<file path="src/rtl/swf_pkg.sv">
// Shared types and constants for the servo write frame builder.
package swf_pkg;

	localparam int FRAME_LEN = 13;
	localparam int IDX_W     = $clog2(FRAME_LEN);

	// Frame byte positions
	localparam logic [IDX_W-1:0] FB_HDR0  = IDX_W'(0);
	localparam logic [IDX_W-1:0] FB_HDR1  = IDX_W'(1);
	localparam logic [IDX_W-1:0] FB_ID    = IDX_W'(2);
	localparam logic [IDX_W-1:0] FB_LEN   = IDX_W'(3);
	localparam logic [IDX_W-1:0] FB_INST  = IDX_W'(4);
	localparam logic [IDX_W-1:0] FB_ADDR  = IDX_W'(5);
	localparam logic [IDX_W-1:0] FB_POSL  = IDX_W'(6);
	localparam logic [IDX_W-1:0] FB_POSH  = IDX_W'(7);
	localparam logic [IDX_W-1:0] FB_TIMEL = IDX_W'(8);
	localparam logic [IDX_W-1:0] FB_TIMEH = IDX_W'(9);
	localparam logic [IDX_W-1:0] FB_SPDL  = IDX_W'(10);
	localparam logic [IDX_W-1:0] FB_SPDH  = IDX_W'(11);
	localparam logic [IDX_W-1:0] FB_CSUM  = IDX_W'(12);

	localparam logic [7:0] HDR_BYTE   = 8'hFF;
	localparam logic [7:0] LEN_BYTE   = 8'h09;
	localparam logic [7:0] INST_WRITE = 8'h03;
	localparam logic [7:0] ADDR_GOAL  = 8'h2A;
	localparam logic [7:0] CONST_SUM  = LEN_BYTE + INST_WRITE + ADDR_GOAL;

	localparam logic [8:0] ANGLE_MAX = 9'd360;
	// 4095 / 360 is exactly 91 / 8
	localparam logic [6:0] POS_MUL   = 7'd91;
	localparam int         POS_SHIFT = 3;

	localparam int QDEPTH = 2;
	localparam int QPTR_W = $clog2(QDEPTH);
	localparam int QCNT_W = $clog2(QDEPTH + 1);

	localparam logic [15:0] MOVE_TIME_RST  = 16'd500;
	localparam logic [15:0] MOVE_SPEED_RST = 16'd500;

	localparam logic CFG_MOVE_TIME  = 1'b0;
	localparam logic CFG_MOVE_SPEED = 1'b1;

	typedef struct packed {
		logic [7:0]  id;
		logic [11:0] pos;
		logic [7:0]  psum;   // id + constants + position bytes, mod 256
	} swf_cmd_t;

endpackage

</file>
<file path="src/rtl/swf_front.sv">
// Front end: takes a command word, clamps and scales the angle, stages it for the queue.
module swf_front import swf_pkg::*; (
	input  logic       clk,
	input  logic       arst_n,
	input  logic       in_valid,
	output logic       in_stall,
	input  logic [7:0] servo_id,
	input  logic [8:0] angle_deg,
	input  logic       q_full,
	output logic       q_push,
	output swf_cmd_t   cmd
);

	logic        valid_s1;
	swf_cmd_t    cmd_s1;
	logic [8:0]  deg_c;
	logic [14:0] prod;
	logic [11:0] pos;
	logic        accept;

	assign deg_c = (angle_deg > ANGLE_MAX) ? ANGLE_MAX : angle_deg;
	assign prod  = 15'(deg_c) * 15'(POS_MUL);
	assign pos   = prod[POS_SHIFT +: 12];

	assign q_push   = valid_s1 && !q_full;
	assign in_stall = valid_s1 && q_full;
	assign accept   = in_valid && !in_stall;
	assign cmd      = cmd_s1;

	always_ff @(posedge clk or negedge arst_n) begin
		if (!arst_n) begin
			valid_s1 <= 1'b0;
		end else if (accept) begin
			valid_s1 <= 1'b1;
		end else if (q_push) begin
			valid_s1 <= 1'b0;
		end
	end

	always_ff @(posedge clk) begin
		if (accept) begin
			cmd_s1.id   <= servo_id;
			cmd_s1.pos  <= pos;
			cmd_s1.psum <= servo_id + CONST_SUM + pos[7:0] + {4'b0, pos[11:8]};
		end
	end

endmodule

</file>
<file path="src/rtl/swf_queue.sv">
// Short command queue between front and back ends.
module swf_queue import swf_pkg::*; (
	input  logic      clk,
	input  logic      arst_n,
	input  logic      push,
	input  swf_cmd_t  wr_cmd,
	input  logic      pop,
	output swf_cmd_t  rd_cmd,
	output logic      empty,
	output logic      full
);

	swf_cmd_t          mem_q [QDEPTH];
	logic [QPTR_W-1:0] wr_ptr_q;
	logic [QPTR_W-1:0] rd_ptr_q;
	logic [QCNT_W-1:0] count_q;
	logic              do_push;
	logic              do_pop;

	assign empty   = (count_q == '0);
	assign full    = (count_q == QCNT_W'(QDEPTH));
	assign do_push = push && !full;
	assign do_pop  = pop && !empty;
	assign rd_cmd  = mem_q[rd_ptr_q];

	always_ff @(posedge clk or negedge arst_n) begin
		if (!arst_n) begin
			wr_ptr_q <= '0;
			rd_ptr_q <= '0;
			count_q  <= '0;
		end else begin
			if (do_push) begin
				wr_ptr_q <= (wr_ptr_q == QPTR_W'(QDEPTH - 1)) ? '0 : wr_ptr_q + QPTR_W'(1);
			end
			if (do_pop) begin
				rd_ptr_q <= (rd_ptr_q == QPTR_W'(QDEPTH - 1)) ? '0 : rd_ptr_q + QPTR_W'(1);
			end
			unique case ({do_push, do_pop})
				2'b10:   count_q <= count_q + QCNT_W'(1);
				2'b01:   count_q <= count_q - QCNT_W'(1);
				default: count_q <= count_q;
			endcase
		end
	end

	always_ff @(posedge clk) begin
		if (do_push) begin
			mem_q[wr_ptr_q] <= wr_cmd;
		end
	end

endmodule

</file>
<file path="src/rtl/swf_back.sv">
// Back end: one byte per cycle into byte_q while queued and unstalled.
module swf_back import swf_pkg::*; (
	input  logic        clk,
	input  logic        arst_n,
	input  swf_cmd_t    cmd,
	input  logic        q_empty,
	output logic        q_pop,
	input  logic [15:0] move_time,
	input  logic [15:0] move_speed,
	output logic        out_valid,
	input  logic        out_stall,
	output logic [7:0]  frame_byte,
	output logic        last_byte
);

	logic [IDX_W-1:0] idx_q;
	logic             out_valid_q;
	logic [7:0]       byte_q;
	logic             last_q;
	logic             load;
	logic [7:0]       csum;
	logic [7:0]       nxt_byte;

	assign load  = !q_empty && (!out_valid_q || !out_stall);
	assign q_pop = load && (idx_q == FB_CSUM);
	assign csum  = ~(cmd.psum + move_time[7:0] + move_time[15:8]
		+ move_speed[7:0] + move_speed[15:8]);

	always_comb begin
		unique case (idx_q)
			FB_HDR0:  nxt_byte = HDR_BYTE;
			FB_HDR1:  nxt_byte = HDR_BYTE;
			FB_ID:    nxt_byte = cmd.id;
			FB_LEN:   nxt_byte = LEN_BYTE;
			FB_INST:  nxt_byte = INST_WRITE;
			FB_ADDR:  nxt_byte = ADDR_GOAL;
			FB_POSL:  nxt_byte = cmd.pos[7:0];
			FB_POSH:  nxt_byte = {4'b0, cmd.pos[11:8]};
			FB_TIMEL: nxt_byte = move_time[7:0];
			FB_TIMEH: nxt_byte = move_time[15:8];
			FB_SPDL:  nxt_byte = move_speed[7:0];
			FB_SPDH:  nxt_byte = move_speed[15:8];
			FB_CSUM:  nxt_byte = csum;
			default:  nxt_byte = HDR_BYTE;
		endcase
	end

	always_ff @(posedge clk or negedge arst_n) begin
		if (!arst_n) begin
			idx_q       <= FB_HDR0;
			out_valid_q <= 1'b0;
		end else begin
			if (load) begin
				idx_q       <= (idx_q == FB_CSUM) ? FB_HDR0 : idx_q + IDX_W'(1);
				out_valid_q <= 1'b1;
			end else if (!out_stall) begin
				out_valid_q <= 1'b0;
			end
		end
	end

	always_ff @(posedge clk) begin
		if (load) begin
			byte_q <= nxt_byte;
			last_q <= (idx_q == FB_CSUM);
		end
	end

	assign out_valid  = out_valid_q;
	assign frame_byte = byte_q;
	assign last_byte  = last_q;

endmodule

</file>
<file path="src/rtl/servo_write_packet_framer.sv">
// Servo write frame builder: one command word in, 13 frame bytes out.
// Each command is registered in the front stage, then held in the queue; each frame byte is registered at the back end.
// One frame byte per cycle while a command is queued and out_stall is low; 13 bytes per command.
// A two-entry queue lets the front take the next command while a frame is going out.
// Reset clears all control state; move_time and move_speed reset to 500.
module servo_write_packet_framer import swf_pkg::*; (
	input  logic        clk,
	input  logic        arst_n,
	input  logic        in_valid,
	output logic        in_stall,
	input  logic [7:0]  servo_id,
	input  logic [8:0]  angle_deg,
	output logic        out_valid,
	input  logic        out_stall,
	output logic [7:0]  frame_byte,
	output logic        last_byte,
	input  logic        cfg_valid,
	output logic        cfg_ready,
	input  logic        cfg_index,
	input  logic [15:0] cfg_data
);

	logic [15:0] move_time_q;
	logic [15:0] move_speed_q;
	swf_cmd_t    f_cmd;
	swf_cmd_t    q_cmd;
	logic        q_push;
	logic        q_full;
	logic        q_empty;
	logic        q_pop;

	assign cfg_ready = 1'b1;

	always_ff @(posedge clk or negedge arst_n) begin
		if (!arst_n) begin
			move_time_q  <= MOVE_TIME_RST;
			move_speed_q <= MOVE_SPEED_RST;
		end else if (cfg_valid && cfg_ready) begin
			unique case (cfg_index)
				CFG_MOVE_TIME:  move_time_q  <= cfg_data;
				CFG_MOVE_SPEED: move_speed_q <= cfg_data;
				default:        move_time_q  <= move_time_q;
			endcase
		end
	end

	swf_front u_front (
		.clk       (clk),
		.arst_n    (arst_n),
		.in_valid  (in_valid),
		.in_stall  (in_stall),
		.servo_id  (servo_id),
		.angle_deg (angle_deg),
		.q_full    (q_full),
		.q_push    (q_push),
		.cmd       (f_cmd)
	);

	swf_queue u_queue (
		.clk    (clk),
		.arst_n (arst_n),
		.push   (q_push),
		.wr_cmd (f_cmd),
		.pop    (q_pop),
		.rd_cmd (q_cmd),
		.empty  (q_empty),
		.full   (q_full)
	);

	swf_back u_back (
		.clk        (clk),
		.arst_n     (arst_n),
		.cmd        (q_cmd),
		.q_empty    (q_empty),
		.q_pop      (q_pop),
		.move_time  (move_time_q),
		.move_speed (move_speed_q),
		.out_valid  (out_valid),
		.out_stall  (out_stall),
		.frame_byte (frame_byte),
		.last_byte  (last_byte)
	);

endmodule
</file>
<file path="config.mk">
export PLATFORM = sky130hd
export DESIGN_NAME = servo_write_packet_framer
export DESIGN_NICKNAME = d
export VERILOG_FILES = /design/src/rtl/swf_pkg.sv /design/src/rtl/swf_front.sv /design/src/rtl/swf_queue.sv /design/src/rtl/swf_back.sv /design/src/rtl/servo_write_packet_framer.sv
export SDC_FILE = /design/constraint.sdc
export NUM_CORES = 1
export LEC_CHECK = 0
export BUFFER_PORTS_ARGS = -buffer_cell sky130_fd_sc_hd__buf_2
export CAP_MARGIN = 10
export CORE_AREA = 5 5 127 153
export DETAILED_ROUTE_END_ITERATION = 10
export DIE_AREA = 0 0 132 158
export GPL_ROUTABILITY_DRIVEN = 1
export SLEW_MARGIN = 10
export SYNTH_ARGS = -nofsm -noshare
export SYNTH_HDL_FRONTEND = slang
export SYNTH_SLANG_ARGS = --single-unit
</file>
<file path="constraint.sdc">
create_clock -name clk -period 3.5 [get_ports clk]
set_clock_uncertainty 0.05 [all_clocks]
set_input_delay 0.7 -clock clk [delete_from_list [all_inputs] [get_ports clk]]
set_output_delay 0.7 -clock clk [all_outputs]
set_load 0.02 [all_outputs]
</file>
=== After elaboration in Yosys (flattened, before gate mapping) ===
Memory sizes are Yosys's and may differ from the RTL's.
Cells that the tools add are included.

* Memories: 1
* Register bits after elaboration: 79
* Input port bits: 39
* Output and inout bits: 12
* RAM bits: 56

* $mul: 1
* Bitwise gates (word level): 2
* Mux-type cells: 12
* $add $sub $neg: 12
* Eq/ne operators: 15
* $lt $le $gt $ge: 1
* Reductions and logical operators: 18

{| class="wikitable"
|+ Memories
! memory !! depth !! width !! read ports !! clocked after Yosys merged registers in !! write ports !! RTL line !! text
|-
| u_queue.mem_q || 2 || 28 || 1 || 0 || 1 || swf_queue.sv:13 || <nowiki>swf_cmd_t mem_q [QDEPTH];</nowiki>
|}

{| class="wikitable"
|+ Operators with widths
! kind !! number
|-
| $pmux 8 s11 || 1
|-
| $add 8x8->8 || 5
|-
| $eq 4x4->1 const B || 5
|-
| $eq 4x3->1 const B || 4
|-
| $mul 9x7->15 const B || 1
|-
| $gt 9x9->1 const B || 1
|-
| $mux 9 || 1
|-
| $add 8x4->8 || 1
|-
| $add 8x6->8 const B || 1
|-
| $eq 4x2->1 const B || 2
|-
| $mux 1 || 8
|-
| $not 8->8 || 1
|-
| $logic_and 1x1->1 || 7
|-
| $logic_not 1->1 || 5
|-
| $add 4x1->4 const B || 1
|-
| $eq 2x2->1 const B || 2
|-
| $mux 4 || 1
|-
| $pmux 2 s2 || 1
|-
| $reduce_and 2->1 || 2
|-
| $reduce_bool 2->1 || 2
|-
| $add 1x1->1 const B || 2
|-
| $add 2x1->2 const B || 1
|-
| $eq 2x1->1 const B || 1
|-
| $logic_not 2->1 || 1
|-
| 4 further kinds || 4
|}

=== Depth between registers and ports, before layout ===
* Word-level depth: 7
* Depth in mapped cells: 29
* Depth with buffers taken out: 27

=== By module ===
A second synthesis with hierarchy kept.

* Cells, all modules: 678
* Area total of the unflattened synthesis: 8,389.3 um^2

{| class="wikitable"
|+ By module, submodules not included
! module !! area each (um^2) !! sequential area each (um^2) !! cells each !! times used
|-
| swf_front || 2,870.3 || 865.8 || 265 || 1
|-
| swf_queue || 2,264.7 || 1,781.7 || 105 || 1
|-
| swf_back || 1,975.6 || 395.4 || 237 || 1
|-
| servo_write_packet_framer || 1,278.7 || 815.8 || 71 || 1
|}

=== Worst setup path after synthesis ===
No wires, ideal clock.

* Path kind: input to register
* From: input port angle_deg[4]
* To: register u_front.cmd_s1, in the netlist u_front.cmd[7], data pin
* Path buffers: 2
* Setup time: 258 ps
* Setup slack: -3,443 ps
* Stages on the path: 26
* Required time: 3,192 ps
* Data arrival time: 6,635 ps
* Path through: buf_6 > o211a_4 > o21ai_2 > buf_1 > nand2b_1 > ha_1 > inv_1 > fa_1 > inv_1 > fa_1 > fa_1 > ha_1 > nor2b_1 > a311o_2 > nand3_1 > a21oi_1 > xnor2_1 > fa_1 > ha_1 > ha_1 > a21o_1 > a21oi_1 > o21bai_1 > a21oi_1 > xnor2_1 > xnor2_1

* Elaborated cells between the ends (all ways): 5
* Classes of those cells: add/sub (2); mul (1); order compare (1); mux (1)

{| class="wikitable"
|+ RTL lines
! element !! RTL line !! text
|-
| from (decl) || servo_write_packet_framer.sv:12 || <nowiki>input logic [8:0] angle_deg,</nowiki>
|-
| $gt 9x9->1 || swf_front.sv:21 || <nowiki>assign deg_c = (angle_deg > ANGLE_MAX) ? ANGLE_MAX : angle_deg;</nowiki>
|-
| $mux 9 (*) || swf_front.sv:21 ||
|-
| $mul 9x7->15 (*) || swf_front.sv:22 || <nowiki>assign prod = 15'(deg_c) * 15'(POS_MUL);</nowiki>
|-
| net u_front.prod[14] || swf_front.sv:17 || <nowiki>logic [14:0] prod;</nowiki>
|-
| $add 8x4->8 (*) || swf_front.sv:44 || <nowiki>cmd_s1.psum <= servo_id + CONST_SUM + pos[7:0] + {4'b0, pos[11:8]};</nowiki>
|-
| to (decl) || swf_front.sv:15 || <nowiki>swf_cmd_t cmd_s1;</nowiki>
|}

Mark *: on every way through the listed nets, which the timed path passes. The rest lies on a longest branch.
A chain may end at the register's enable or synchronous reset.

=== Worst setup path in the final report ===
* From: input port angle_deg[5]
* To: register u_front.cmd_s1, in the netlist u_front.cmd[7], data pin

Same word-level chain as after synthesis.

==> impl_metrics.yaml <==
synth:
  synth_warnings: 0
  async_reset_ff_frac: 0.3111
  synth_edf_count: 93
  synth_flop_cell: "edfxtp_1"
  synth-seq-cells: 135
  synthCells: 586
  avgSynthCellArea_um2: 13.33
  ys_seq_area_frac: 0.4939
  synth.cell_area_um2: 7812
  synth_cell_type_count: 58
  synth_nets: 725
grt:
  antenna_found_initial: 0
  grt_pass1_wl_um: 28520
  grt-ovfl-total: 0
  track_usage: 0.1724
  grt_pass1_vias: 5722
  grt_max_degree: 43
finish:
  fin_cells: 974
  final_net_count: 876
  area_delta_synth_final_pct: 29.96
  drive_above_1_share: 0.4213
  diodes: 0
timing:
  worst_pin_slew_ns: 0.9346
  fin_crit_ns: 5.956
  setup_slack_ns: -2.456
  fin_hold_ws_ns: 0.3751
  drv_slew: 0
  max_clock_freq_mhz: 167.9
  setup_viol: 22
  slew_headroom: 0.3770
  grt_setup_unrepaired: "yes"
  timing.setup.tns_ns: -22.46
  period_share: 1.702
  hold_viol: 0
floorplan:
  ios: 51
  initial_core_util: 0.4363
  rows: 54
  fp.dieH_um: 158
  fp.coreArea_um2: 17900
  die_w_um: 132
  dieArea_um2: 20860
status:
  violations: "negative setup slack"
  outcome: "complete, but fails checks"
clock_network:
  clock_path_buffers: 2
  clkTransAtPathRegs_ns: 0.06
  cts.htree.levels: 4
  cts_root_buf: "clkbuf_16"
  cts_buffers: 17
  cts_tree: "done"
  clock_latency_ns: 0.42
  cts_sinks: 135
worst_setup_path:
  cp.required_ns: 3.61
  ff2ff_setup_slack_ns: -0.18
  cp-start-kind: "primary input"
  reg2reg_to: "u_back.frame_byte[7]$_DFFE_PP_"
  worstSetupPathType: "primary input to flip-flop"
  cpLargestDelayFamily: "adder cells"
  r2r-start: "move_time_q[1]$_DFFE_PN0P_"
  endpoint_kind: "flip-flop"
  cpPeakStageDelay_ns: 0.54
  ff2ff_path_depth: 14
  cp_slowest_cell: "fa_1"
  crit_path_frequent_cell: "fa_1"
  cp_max_fo: 6
  critical_path_buf_inv_count: 5
  arrival_ns: 6.07
detailed_routing:
  dr.first_iter.drc_count: 306
  drt_wl_total_um: 16790
  viasPerCell: 5.161
  first_pass_iters: 4
  wire_per_inst_um: 17.24
  vias: 5027
  drtAntennaViolNets: 0
  drc: 0
flow_run:
  max-cap-violations: 0
place:
  place_inst: 921
  dpl.hpwl_um: 12500
  place.gp.congestion: 0.8501
  pre_cts_slack_ns: -3.051
  io_buffers: 49
worst_hold_path:
  hold_class: "primary input to async pin"
-- worst register-to-register path, cell delays in order (launching register included) --
cell,delay [ns]
dfrtp_1,0.40
fa_1,0.50
fa_1,0.53
inv_2,0.04
fa_1,0.46
inv_2,0.08
ha_4,0.14
inv_2,0.04
fa_2,0.37
nor2b_4,0.17
nor3_2,0.07
o21bai_1,0.24
a21oi_2,0.09
xnor2_1,0.14
o21ai_1,0.09
-- registers in the layout, summed over array words and instances (netlist names) --
| name | count |
|---|---|
| u_queue.wr_ptr_q | 1 |
| move_speed_q | 16 |
| u_back.frame_byte | 8 |
| u_back.last_byte | 1 |
| u_queue.mem_q | 56 |
| u_front.cmd | 28 |
| u_queue.rd_ptr_q | 1 |
| move_time_q | 16 |
| u_queue.count_q | 2 |
| u_back.out_valid | 1 |
| u_back.idx_q | 4 |
| u_front.valid_s1 | 1 |
-- metal layers --
metal	share of wire	wire length [um]	up-vias	global-route usage
li1	-	-	2385	-
met1	0.38	6337	2484	0.1887
met2	0.55	9177	121	0.3181
met3	0.041	680	37	0.03147
met4	0.035	593	0	0.09162
met5	0	0	-	0
-- synthesized netlist by cell type, drive strengths merged, types with 3 or more instances --
cell type / number / area share
nand3b: 3 / 0.0029
dfrtp: 30 / 0.096
mux4: 6 / 0.017
clkbuf: 12 / 0.0058
mux2: 42 / 0.061
fa: 41 / 0.11
nor2b: 10 / 0.0080
a222oi: 3 / 0.0038
o21ai: 23 / 0.015
a21o: 4 / 0.0038
buf: 6 / 0.0048
mux2i: 6 / 0.0077
a22oi: 9 / 0.0086
inv: 69 / 0.033
a221oi: 4 / 0.0067
nor2: 14 / 0.0067
xor2: 10 / 0.011
dfstp: 12 / 0.040
ha: 59 / 0.094
a31oi: 3 / 0.0024
nand3: 10 / 0.0064
and2: 4 / 0.0032
edfxtp: 93 / 0.36
nor3: 3 / 0.0019
and3: 4 / 0.0032
nand2b: 7 / 0.0056
a21oi: 19 / 0.012
nand2: 24 / 0.012
a22o: 3 / 0.0034
xnor2: 28 / 0.031
-- cell families (layout without fill, tap and decap cells) --
group | after synthesis | count (layout) | share of synthesized area
flops | 135 | 135 | 0.4939
fa+ha+maj | 100 | 100 | 0.1996
compound gates | 87 | 87 | 0.07912
buf+inv | 87 | 251 | 0.04372
simple gates | 84 | 84 | 0.05509
mux | 54 | 54 | 0.08552
xor+xnor | 38 | 38 | 0.04260
other cells | 1 | 1 | 0.0004800
-- cell usage in the layout, fill, tap and decap left out, types with 5 or more instances in the layout --
master     count
inv_1         60
mux2_2        42
a22oi_1        9
fa_1          36
nor2_1        12
edfxtp_1      93
clkbuf_16     17
mux4_2         6
dfstp_2       12
inv_6          6
o21ai_1        6
inv_2          9
buf_6         14
buf_4         88
nand2_1       24
buf_2         45
nand2b_1       5
dfrtp_1       30
nor2b_1        7
mux2i_1        6
xnor2_1       25
a21oi_2        7
o21ai_0       13
nand3_1        8
ha_4          16
a21oi_1       10
ha_1          43
fa_2           5
xor2_1         8
-- how the worst max path moves through the flow --
| stage | from | to | cells past startpoint |
|---|---|---|---|
| 6_report | angle_deg[5] | u_front.cmd[7]$_DFFE_PP_ | 27 |
| 5_1_grt | angle_deg[4] | u_front.cmd[7]$_DFFE_PP_ | 25 |
| 4_1_cts | angle_deg[3] | u_front.cmd[7]$_DFFE_PP_ | 28 |
| 3_5_place_dp | angle_deg[4] | u_front.cmd[7]$_DFFE_PP_ | 26 |
| 3_3_place_gp | angle_deg[4] | u_front.cmd[7]$_DFFE_PP_ | 26 |
| 2_1_floorplan | angle_deg[4] | u_front.cmd[7]$_DFFE_PP_ | 26 |
-- metrics by stage --
stage,cell area [um2],util
global route,10150,0.5671
CTS,10090,0.5635
finish,10150,0.5671
detailed placement,9077,0.5070
global placement,9077,0.5070
floorplan,8030,-
-- layout make-up --
cell class | instances | area, um2
clock inverters | 15 | 155.1
multi-input cells | 364 | 4081
well taps | 224 | 280.3
flip-flops and latches | 135 | 3859
inverters | 69 | 259.0
repair buffers | 150 | 1094
clock buffers | 17 | 425.4
fillers | 1422 | 7751
-- timing repair --
item                                    CTS  global route
hold buffers                              0             0
endpoints found under the setup margin   24            24
setup buffers                            24             6
pin swaps                                39            19
gates resized for setup                  59            23
endpoints found under the hold margin     0             0
Power is left out: the tool's default activity adds up to more than one toggle a clock period on the data nets, which glitch-free logic cannot reach.
